$ cat config.mk
export PLATFORM = sky130hd
export DESIGN_NAME = afc_cfg_regs
export DESIGN_NICKNAME = d
export VERILOG_FILES = /design/src/rtl/aabb_frustum_cull_core_assert.svh /design/src/rtl/afc_pkg.sv /design/src/rtl/afc_cfg_regs.sv
export SDC_FILE = /design/constraint.sdc
export NUM_CORES = 1
export LEC_CHECK = 0
export ABC_AREA = 1
export BUFFER_PORTS_ARGS = -buffer_cell sky130_fd_sc_hd__buf_2
export CAP_MARGIN = 20
export CORE_MARGIN = 2
export CORE_UTILIZATION = 40
export CTS_BUF_LIST = sky130_fd_sc_hd__clkbuf_16
export CTS_CLUSTER_DIAMETER = 50
export DETAILED_ROUTE_END_ITERATION = 6
export PLACE_DENSITY = 0.63
export REMOVE_ABC_BUFFERS = 1
export SYNTH_ARGS = -nofsm -noshare
export SYNTH_HDL_FRONTEND = slang
export SYNTH_SLANG_ARGS = --single-unit
$ cat constraint.sdc
create_clock -name clk -period 1.8 [get_ports clk]
set_clock_uncertainty 0.05 [all_clocks]
set_input_delay 0.09 -clock clk [delete_from_list [all_inputs] [get_ports clk]]
set_output_delay 0.09 -clock clk [all_outputs]
set_load 0.01 [all_outputs]
$ cat src/rtl/aabb_frustum_cull_core_assert.svh
// Assertion macros used by the box culling RTL
`ifndef AABB_FRUSTUM_CULL_CORE_ASSERT_SVH
`define AABB_FRUSTUM_CULL_CORE_ASSERT_SVH

// Same-cycle implication, sampled on clk, off while in reset
`define AFC_ASSERT_NOW(name, ante, cons) \
    name: assert property (@(posedge clk) disable iff (!rst_n) (ante) |-> (cons)) \
        else $error("aabb_frustum_cull_core: check failed");

// Next-cycle implication, sampled on clk, off while in reset
`define AFC_ASSERT_NEXT(name, ante, cons) \
    name: assert property (@(posedge clk) disable iff (!rst_n) (ante) |=> (cons)) \
        else $error("aabb_frustum_cull_core: check failed");

`endif

$ cat src/rtl/afc_pkg.sv
// Types and constants for the box frustum culling core
`timescale 1ns / 1ps
`default_nettype none

package afc_pkg;

    localparam int MAT_DIM     = 4;
    localparam int NUM_CFG     = 8;
    localparam int CFG_DATA_W  = 64;
    localparam int ENTRY_W     = 32;
    localparam int NUM_AXES    = 3;
    localparam int NUM_CORNERS = 8;
    localparam int Q_FRAC      = 16;
    localparam int MASK_W      = 6;

    // clip-space rows
    localparam int ROW_X = 0;
    localparam int ROW_Y = 1;
    localparam int ROW_Z = 2;
    localparam int ROW_W = 3;

    // outcode bit positions
    localparam int OC_X_NEG = 0;
    localparam int OC_X_POS = 1;
    localparam int OC_Y_NEG = 2;
    localparam int OC_Y_POS = 3;
    localparam int OC_Z_NEAR = 4;
    localparam int OC_Z_FAR = 5;

    typedef logic [ENTRY_W-1:0] q16_t;
    typedef q16_t [MAT_DIM-1:0][MAT_DIM-1:0] mat_t;   // [row][col]
    typedef logic [MASK_W-1:0] mask_t;

    typedef enum logic [2:0] {
        CFG_ROW0_COLS01 = 3'd0,
        CFG_ROW0_COLS23 = 3'd1,
        CFG_ROW1_COLS01 = 3'd2,
        CFG_ROW1_COLS23 = 3'd3,
        CFG_ROW2_COLS01 = 3'd4,
        CFG_ROW2_COLS23 = 3'd5,
        CFG_ROW3_COLS01 = 3'd6,
        CFG_ROW3_COLS23 = 3'd7
    } cfg_idx_t;

    // identity matrix at reset
    localparam logic [CFG_DATA_W-1:0] CFG_RESET_VAL [NUM_CFG] = '{
        64'h0000_0000_0001_0000,
        64'h0000_0000_0000_0000,
        64'h0001_0000_0000_0000,
        64'h0000_0000_0000_0000,
        64'h0000_0000_0000_0000,
        64'h0000_0000_0001_0000,
        64'h0000_0000_0000_0000,
        64'h0001_0000_0000_0000
    };

endpackage

`default_nettype wire

$ cat src/rtl/afc_cfg_regs.sv
// Matrix register file: eight 64-bit words unpacked into a 4x4 Q16.16 matrix
`timescale 1ns / 1ps
`default_nettype none

module afc_cfg_regs (
    input  logic                            clk,
    input  logic                            rst_n,
    input  logic                            we,
    input  afc_pkg::cfg_idx_t               index,
    input  logic [afc_pkg::CFG_DATA_W-1:0]  wdata,
    output afc_pkg::mat_t                   mat
);
    import afc_pkg::*;

    logic [CFG_DATA_W-1:0] word_reg  [NUM_CFG];
    logic [CFG_DATA_W-1:0] word_next [NUM_CFG];

    always_comb
    begin
        for (int i = 0; i < NUM_CFG; i++)
        begin
            word_next[i] = word_reg[i];
            if (we && (index == cfg_idx_t'(i)))
            begin
                word_next[i] = wdata;
            end
        end
    end

    always_ff @(posedge clk or negedge rst_n)
    begin
        if (!rst_n)
        begin
            for (int i = 0; i < NUM_CFG; i++)
            begin
                word_reg[i] <= CFG_RESET_VAL[i];
            end
        end
        else
        begin
            for (int i = 0; i < NUM_CFG; i++)
            begin
                word_reg[i] <= word_next[i];
            end
        end
    end

    // row r, cols {2j, 2j+1} live in word 2r+j, even column in the low half
    always_comb
    begin
        for (int r = 0; r < MAT_DIM; r++)
        begin
            for (int j = 0; j < 2; j++)
            begin
                mat[r][2*j]   = word_reg[2*r+j][ENTRY_W-1:0];
                mat[r][2*j+1] = word_reg[2*r+j][CFG_DATA_W-1:ENTRY_W];
            end
        end
    end

endmodule

`default_nettype wire
==> metrics.yaml, run 1 <==
floorplanning:
  dieArea_um2: 51700
  fp-row-count: 81
  io_pins: 582
  start_util_pct: 40.69
  die_y_um: 227.4
  die_x_um: 227.4
  core-area_um2: 49050
pwr:
  seq_power_share_pct: 44.6
  peakVddDrop_mv: 0.7924
  p_per_area_nw_per_um2: 1278
  p_clk_share_pct: 34.5
  power_w: 0.03338
  p_sw_w: 0.01043
  swShare_pct: 31.26
  intPower_w: 0.02294
  pwr-share-comb_pct: 21.0
  total_leakage_power_nw: 15.05
finish:
  drive_above_1_share_pct: 25.60
  nets: 2908
  area_growth_pct: 30.90
  fillers: 4614
  multi_input_area_um2: 6275
  regArea_um2: 12820
  antennaDiodeCount: 0
  largest_reg_flops: 512
timing:
  rsz0062_at_grt: "false"
  tightest_slew_ps: 712.7
  relSlewSlack_pct: 52.49
  final_period_minus_worst_setup_slack_ps: 1505
  hold_viol: 0
  setup_viol: 0
  fmax_mhz: 664.5
  report.final.slew_viol_count: 0
  whs_ps: 29.77
  min_period_over_period_pct: 83.60
synthesis:
  synth.avg_cell_area_um2: 8.804
  ys_seq_area_share_pct: 64.22
  netlist_instances: 2267
  syn_area_um2: 19960
  synth-seq-cells: 512
  yosys_warnings: 0
  yosysUniqueCellTypes: 13
clock_network:
  post_cts_buffers: 0
  root_buffer: "clkbuf_16"
  ctsResizeCount: 0
  cts_buffers: 58
  clk_path_buf_depth: 3
  cts.sinks: 512
  clk_pin_slew_worst_paths_ps: 60
  h-tree-depth: 2
  cts_tree: "done"
  insertion_delay_ps: 610
detailed_routing:
  num_vias: 17720
  drc_errors: 0
  firstDrtPassIters: 7
  wl_mm: 70.62
  drt_first_iter_violations: 1457
  wl_per_cell_um: 19.91
  final_antenna_net_count: 0
  viasPerCell: 4.996
global_route:
  grt_max_degree: 92
  gr-usage-all-layers_pct: 26.83
  grt_pass1_wl_mm: 105.7
  gr-total-overflow: 0
  antenna_found_initial: 1
  grt_pass1_vias: 17400
place:
  hpwl_mm: 45.21
  routabilityCongestion: 0.8203
  io_buffers: 581
run:
  drv_cap: 0
critical_path:
  arrival_ps: 1990
  critPathCaptureType: "register"
  crit_path_start_kind: "input port"
  worstPathMaxFanout: 40
  critPathKind: "input port to register"
  required_ps: 2290
run_status:
  status: "completed"
worst_hold_path:
  hp-class: "input port to async pin"
==> layout make-up <==
cell class                 instances  area share (%)
timing repair buffer             703           16.60
multi-input combinational       1557           24.02
sequential                       512           49.06
inverter                           6         0.09100
tap                              664           3.180
clock inverter                    46           1.398
clock buffer                      59           5.651
==> worst max-delay path, cell delays in order <==
cell,delay (ps)
dlygate4sd3_1,570
buf_2,160
nand2_1,110
clkinv_2,160
nand2_2,120
buf_4,510
nand2_1,120
nand2_1,100
==> final timing paths <==
path | start | to | slack, ps | cells past startpoint
max | index[2] | mat[480] | 300 | 8
min | rst_n | mat[399] | 30 | 2
max reg2reg | mat[176] | mat[176] | 1020 | 2
min reg2reg | mat[16] | mat[16] | 410 | 2
max in group asynchronous | rst_n | mat[16] | 900 | 3
min in group clk | index[0] | mat[176] | 40 | 5
==> cell usage after synthesis <==
cell / instances / area share [%]
buf_2: 97 / 2.4
nor2_2: 5 / 0.16
nand3_1: 256 / 6.4
inv_1: 5 / 0.094
nand2_1: 1288 / 24
clkinv_1: 1 / 0.019
clkbuf_1: 77 / 1.4
nand2_2: 5 / 0.16
buf_4: 13 / 0.49
nor2_1: 3 / 0.056
dfrtp_1: 508 / 64
dfstp_2: 4 / 0.53
buf_6: 5 / 0.28
==> metrics by stage <==
stage	area, um^2	TNS, ps	util, %	setup WS [ps]	instances
finish	26130	0	53.26	295.1	3547
global route	26130	0	53.26	240.3	3547
CTS	26130	0	53.26	338.8	3547
detailed placement	23620	0	48.16	304.6	3376
global placement	23620	0	48.16	353.2	3376
floorplan	19030	-1800020	-	-5229	2075
==> cells in the final DEF (no fill, tap or decap), drive strengths merged <==
cell         instances
bufinv               5
buf                637
dlygate4sd3         66
nor2                 8
nand2             1293
clkinvlp             2
dfrtp              508
inv                 20
nand3              256
clkinv              25
dfstp                4
clkbuf              59
==> repair_timing <==
item                                    4_1_cts  5_1_grt
endpoints found under the setup margin        0        0
endpoints found under the hold margin      1022        0
hold buffers                                 66        0
==> power groups by stage <==
stage	logic, W	clock network (W)	registers, W
floorplan	0.00187	0	0.0160
global placement	0.00685	0	0.0149
detailed placement	0.00696	0	0.0150
CTS	0.00708	0.0117	0.0149
global route	0.00774	0.0121	0.0151
finish	0.00701	0.0115	0.0149
==> routing by layer <==
layer / up-vias / track usage, % / part of all wire [%]
li1: 8115 / - / -
met1: 8622 / 34.65 / 40
met2: 796 / 42.70 / 47
met3: 186 / 7.473 / 8.8
met4: 2 / 11.01 / 4.3
met5: - / 0 / 0.018
==> logic make-up (layout without fill, tap and decap cells) <==
group                  after synthesis  count (layout)  share of synthesized area, %
DFF                                512             512                         64.22
buffers and inverters              198             814                         4.765
and+or+nand+nor                   1557            1557                         31.01
(Power assumes the default switching activity.)
==> run 2, diff against run 1 <==
--- a/config.mk
+++ b/config.mk
@@ -5,15 +5,15 @@
 export SDC_FILE = /design/constraint.sdc
 export NUM_CORES = 1
 export LEC_CHECK = 0
-export ABC_AREA = 1
+export ABC_AREA = 0
 export BUFFER_PORTS_ARGS = -buffer_cell sky130_fd_sc_hd__buf_2
 export CAP_MARGIN = 20
-export CORE_MARGIN = 2
-export CORE_UTILIZATION = 40
+export CORE_AREA = 2 2 229 231
 export CTS_BUF_LIST = sky130_fd_sc_hd__clkbuf_16
 export CTS_CLUSTER_DIAMETER = 50
 export DETAILED_ROUTE_END_ITERATION = 6
-export PLACE_DENSITY = 0.63
+export DIE_AREA = 0 0 231 233
+export PLACE_DENSITY = 0.6
 export REMOVE_ABC_BUFFERS = 1
 export SYNTH_ARGS = -nofsm -noshare
 export SYNTH_HDL_FRONTEND = slang
==> constraint.sdc (replaced) <==
create_clock -name clk -period 1.4 [get_ports clk]
set_clock_uncertainty 0.05 [all_clocks]
set_input_delay 0.07 -clock clk [delete_from_list [all_inputs] [get_ports clk]]
set_output_delay 0.07 -clock clk [all_outputs]
set_load 0.01 [all_outputs]
==> metrics.yaml, run 2 <==
run_status:
  status: "completed"
synthesis:
  yosysMostFrequentCell: "dfrtp_1"
  synth-main-ff-cell: "dfrtp_1"
  synthTopCellsByCount: "dfrtp_1 (508), mux2_2 (327), mux2_1 (185)"
  synth-edff-count: 0  # unchanged
  synthArstFlopShare_pct: 100.0  # unchanged
  synth.largest_area_cell: "dfrtp_1"
  syn_area_um2: 19180  # -3.9%
  yosysUniqueCellTypes: 12  # -1
  netlist_instances: 1087  # -52%
  synth.avg_cell_area_um2: 17.65  # +100%
  synth_top_area_share_pct: 66.27  # +2.6 points
  synth-seq-cells: 512  # unchanged
  synth_area_leaders: "dfrtp_1 (66%), mux2_2 (19%), mux2_1 (11%), buf_8 (1.4%), buf_2 (0.70%)"
  ys_seq_area_share_pct: 66.82  # +2.6 points
  yosys_warnings: 0  # unchanged
clock_network:
  clk_pin_slew_worst_paths_ps: 60  # about the same
  cts_tree: "done"
  h-tree-depth: 2  # unchanged
  cts.sinks: 512  # unchanged
  clk_path_buf_depth: 3  # unchanged
  cts_buffers: 55  # -5.2%
  root_buffer: "clkbuf_16"
  insertion_delay_ps: 580  # -30 ps
floorplanning:
  core-area_um2: 51090  # +4.2%
  dieArea_um2: 53820  # +4.1%
  die_y_um: 233  # +2.5%
  fp-row-count: 83  # +2.5%
  start_util_pct: 37.54  # -3.1 points
  io_pins: 582  # unchanged
  die_x_um: 231  # +1.6%
timing:
  tightest_slew_ps: 383.9  # -328.8 ps
  setup_slack_ps: 38.20  # -256.9 ps
  hold_viol: 0  # unchanged
  relSlewSlack_pct: 74.41  # +22 points
  fmax_mhz: 734.3
  final_period_minus_worst_setup_slack_ps: 1362
  setup_viol: 0  # unchanged
  report.final.slew_viol_count: 0  # unchanged
  rsz0062_at_grt: "true"
  min_period_over_period_pct: 97.27
critical_path:
  path_cells: "buf_6"
  required_ps: 1280  # -1010 ps
  cp_top_family: "flip-flops"
  cpMaxStageDelayCell: "dfstp_2"
  arrival_ps: 1240  # -750 ps
  worstPathMaxFanout: 2  # -95%
  slowest_delay_ps: 550  # -20 ps
  crit_path_start_kind: "register"
  critPathKind: "register to output port"
  critPathCaptureType: "output port"
  critPathBufInv: 1  # -3
place:
  placed_cell_area_um2: 23190  # -1.8%
  pre_cts_ws_ps: -59.54  # -364.1 ps
  io_buffers: 581  # unchanged
  hpwl_mm: 37.86  # -16%
  routabilityCongestion: 0.7834  # -4.5%
detailed_routing:
  final_antenna_net_count: 0  # unchanged
  wl_per_cell_um: 21.65  # +8.7%
  wl_mm: 54.31  # -23%
  viasPerCell: 4.816  # -3.6%
  drc_errors: 0  # unchanged
  firstDrtPassIters: 4  # -3
  num_vias: 12080  # -32%
  drt_first_iter_violations: 359  # -75%
finish:
  antennaDiodeCount: 0  # unchanged
  multi_input_area_um2: 5877  # -6.3%
  mostFrequentLayoutCells: "buf_2 (576), dfrtp_1 (508), mux2_2 (327)"
  area_growth_pct: 33.27
  nets: 1860  # -36%
  drive_above_1_share_pct: 56.97  # +31 points
  design_area_um2: 25560  # -2.2%
  final_common_cell: "buf_2"
  fillers: 4532  # -1.8%
  largest_reg_flops: 512  # unchanged
  regArea_um2: 12820  # unchanged
pwr:
  p_clk_share_pct: 31.6  # -2.9 points
  seq_power_share_pct: 45.7  # +1.1 points
  intPower_w: 0.03064  # +34%
  total_leakage_power_nw: 12.33  # -18%
  pwr-share-comb_pct: 22.8  # +1.8 points
  peakVddDrop_mv: 1.097  # +38%
  p_sw_w: 0.01252  # +20%
  swShare_pct: 29.01  # -2.3 points
  p_per_area_nw_per_um2: 1688  # +32%
  power_w: 0.04316  # +29%
run:
  drv_cap: 0  # unchanged
global_route:
  grt_pass1_vias: 12720  # -27%
  grt_pass1_wl_mm: 81.08  # -23%
  gr-total-overflow: 0  # unchanged
  antenna_found_initial: 0  # -1
  grt_max_degree: 52  # -43%
  gr-usage-all-layers_pct: 19.85  # -7.0 points
worst_hold_path:
  hp-class: "input port to register"
[run 2: metal layers]
layer  wire, um  global-route usage, %
met4       1406                  6.190
met3       3678                  5.686
met2      26690                  33.29
met5          0                      0
met1      22540                  24.82
[run 2: worst paths after layout]
check                      startpoint  endpoint  slack, ps  cells after the start
max in group asynchronous       rst_n   mat[53]        170                      4
setup / recovery             mat[176]  mat[176]         40                      1
hold / removal               index[0]  mat[478]        150                      4
setup reg to reg             mat[309]  mat[309]        540                      1
hold reg to reg              mat[139]  mat[139]        430                      1
min in group asynchronous       rst_n  mat[291]        490                      3
[run 2: final cells by class]
type	count	share of cell area [%]
Clock inverter	39	1.003
Clock buffer	57	5.580
Multi-Input combinational cell	520	22.99
Sequential cell	512	50.14
Tap cell	680	3.328
Timing Repair Buffer	701	16.96
[run 2: power groups by stage]
stage	combinational, W	sequential [W]	clock [W]
5_1_grt	0.0105	0.0201	0.0146
3_3_place_gp	0.00973	0.0198	0
3_5_place_dp	0.00982	0.0199	0
6_report	0.00982	0.0197	0.0136
2_1_floorplan	0.00279	0.0214	0
4_1_cts	0.0100	0.0197	0.0140
[run 2: tightest hold or removal path, stage by stage]
cell     delay (ps)
buf_2           150
nand4_4         130
buf_12          210
mux2_1          170
[run 2: cell families after synthesis]
family | after synthesis | synth area share [%]
muxes | 512 | 30.06
DFF | 512 | 66.82
buffers and inverters | 55 | 2.681
and+or+nand+nor | 8 | 0.4436
[run 2: stage by stage]
| step | utilization (%) | cells | hold slack (ps) | setup TNS [ps] |
|---|---|---|---|---|
| 3_5_place_dp | 45.39 | 2347 | -4.224 | -5410 |
| 5_1_grt | 50.03 | 2509 | 167.5 | -2.533 |
| 6_report | 50.03 | 2509 | 154.3 | 0 |
| 4_1_cts | 50.01 | 2509 | 130.1 | 0 |
| 3_3_place_gp | 45.39 | 2347 | -4.564 | -3780 |
| 2_1_floorplan | - | 1032 | -275.6 | -936330 |
[run 2: timing repair]
action | CTS | global route
endpoints found under the hold margin | 1023 | 0
setup buffers | 0 | 0
gates resized for setup | 3 | 2
hold buffers | 66 | 0
setup endpoints to repair | 3 | 45
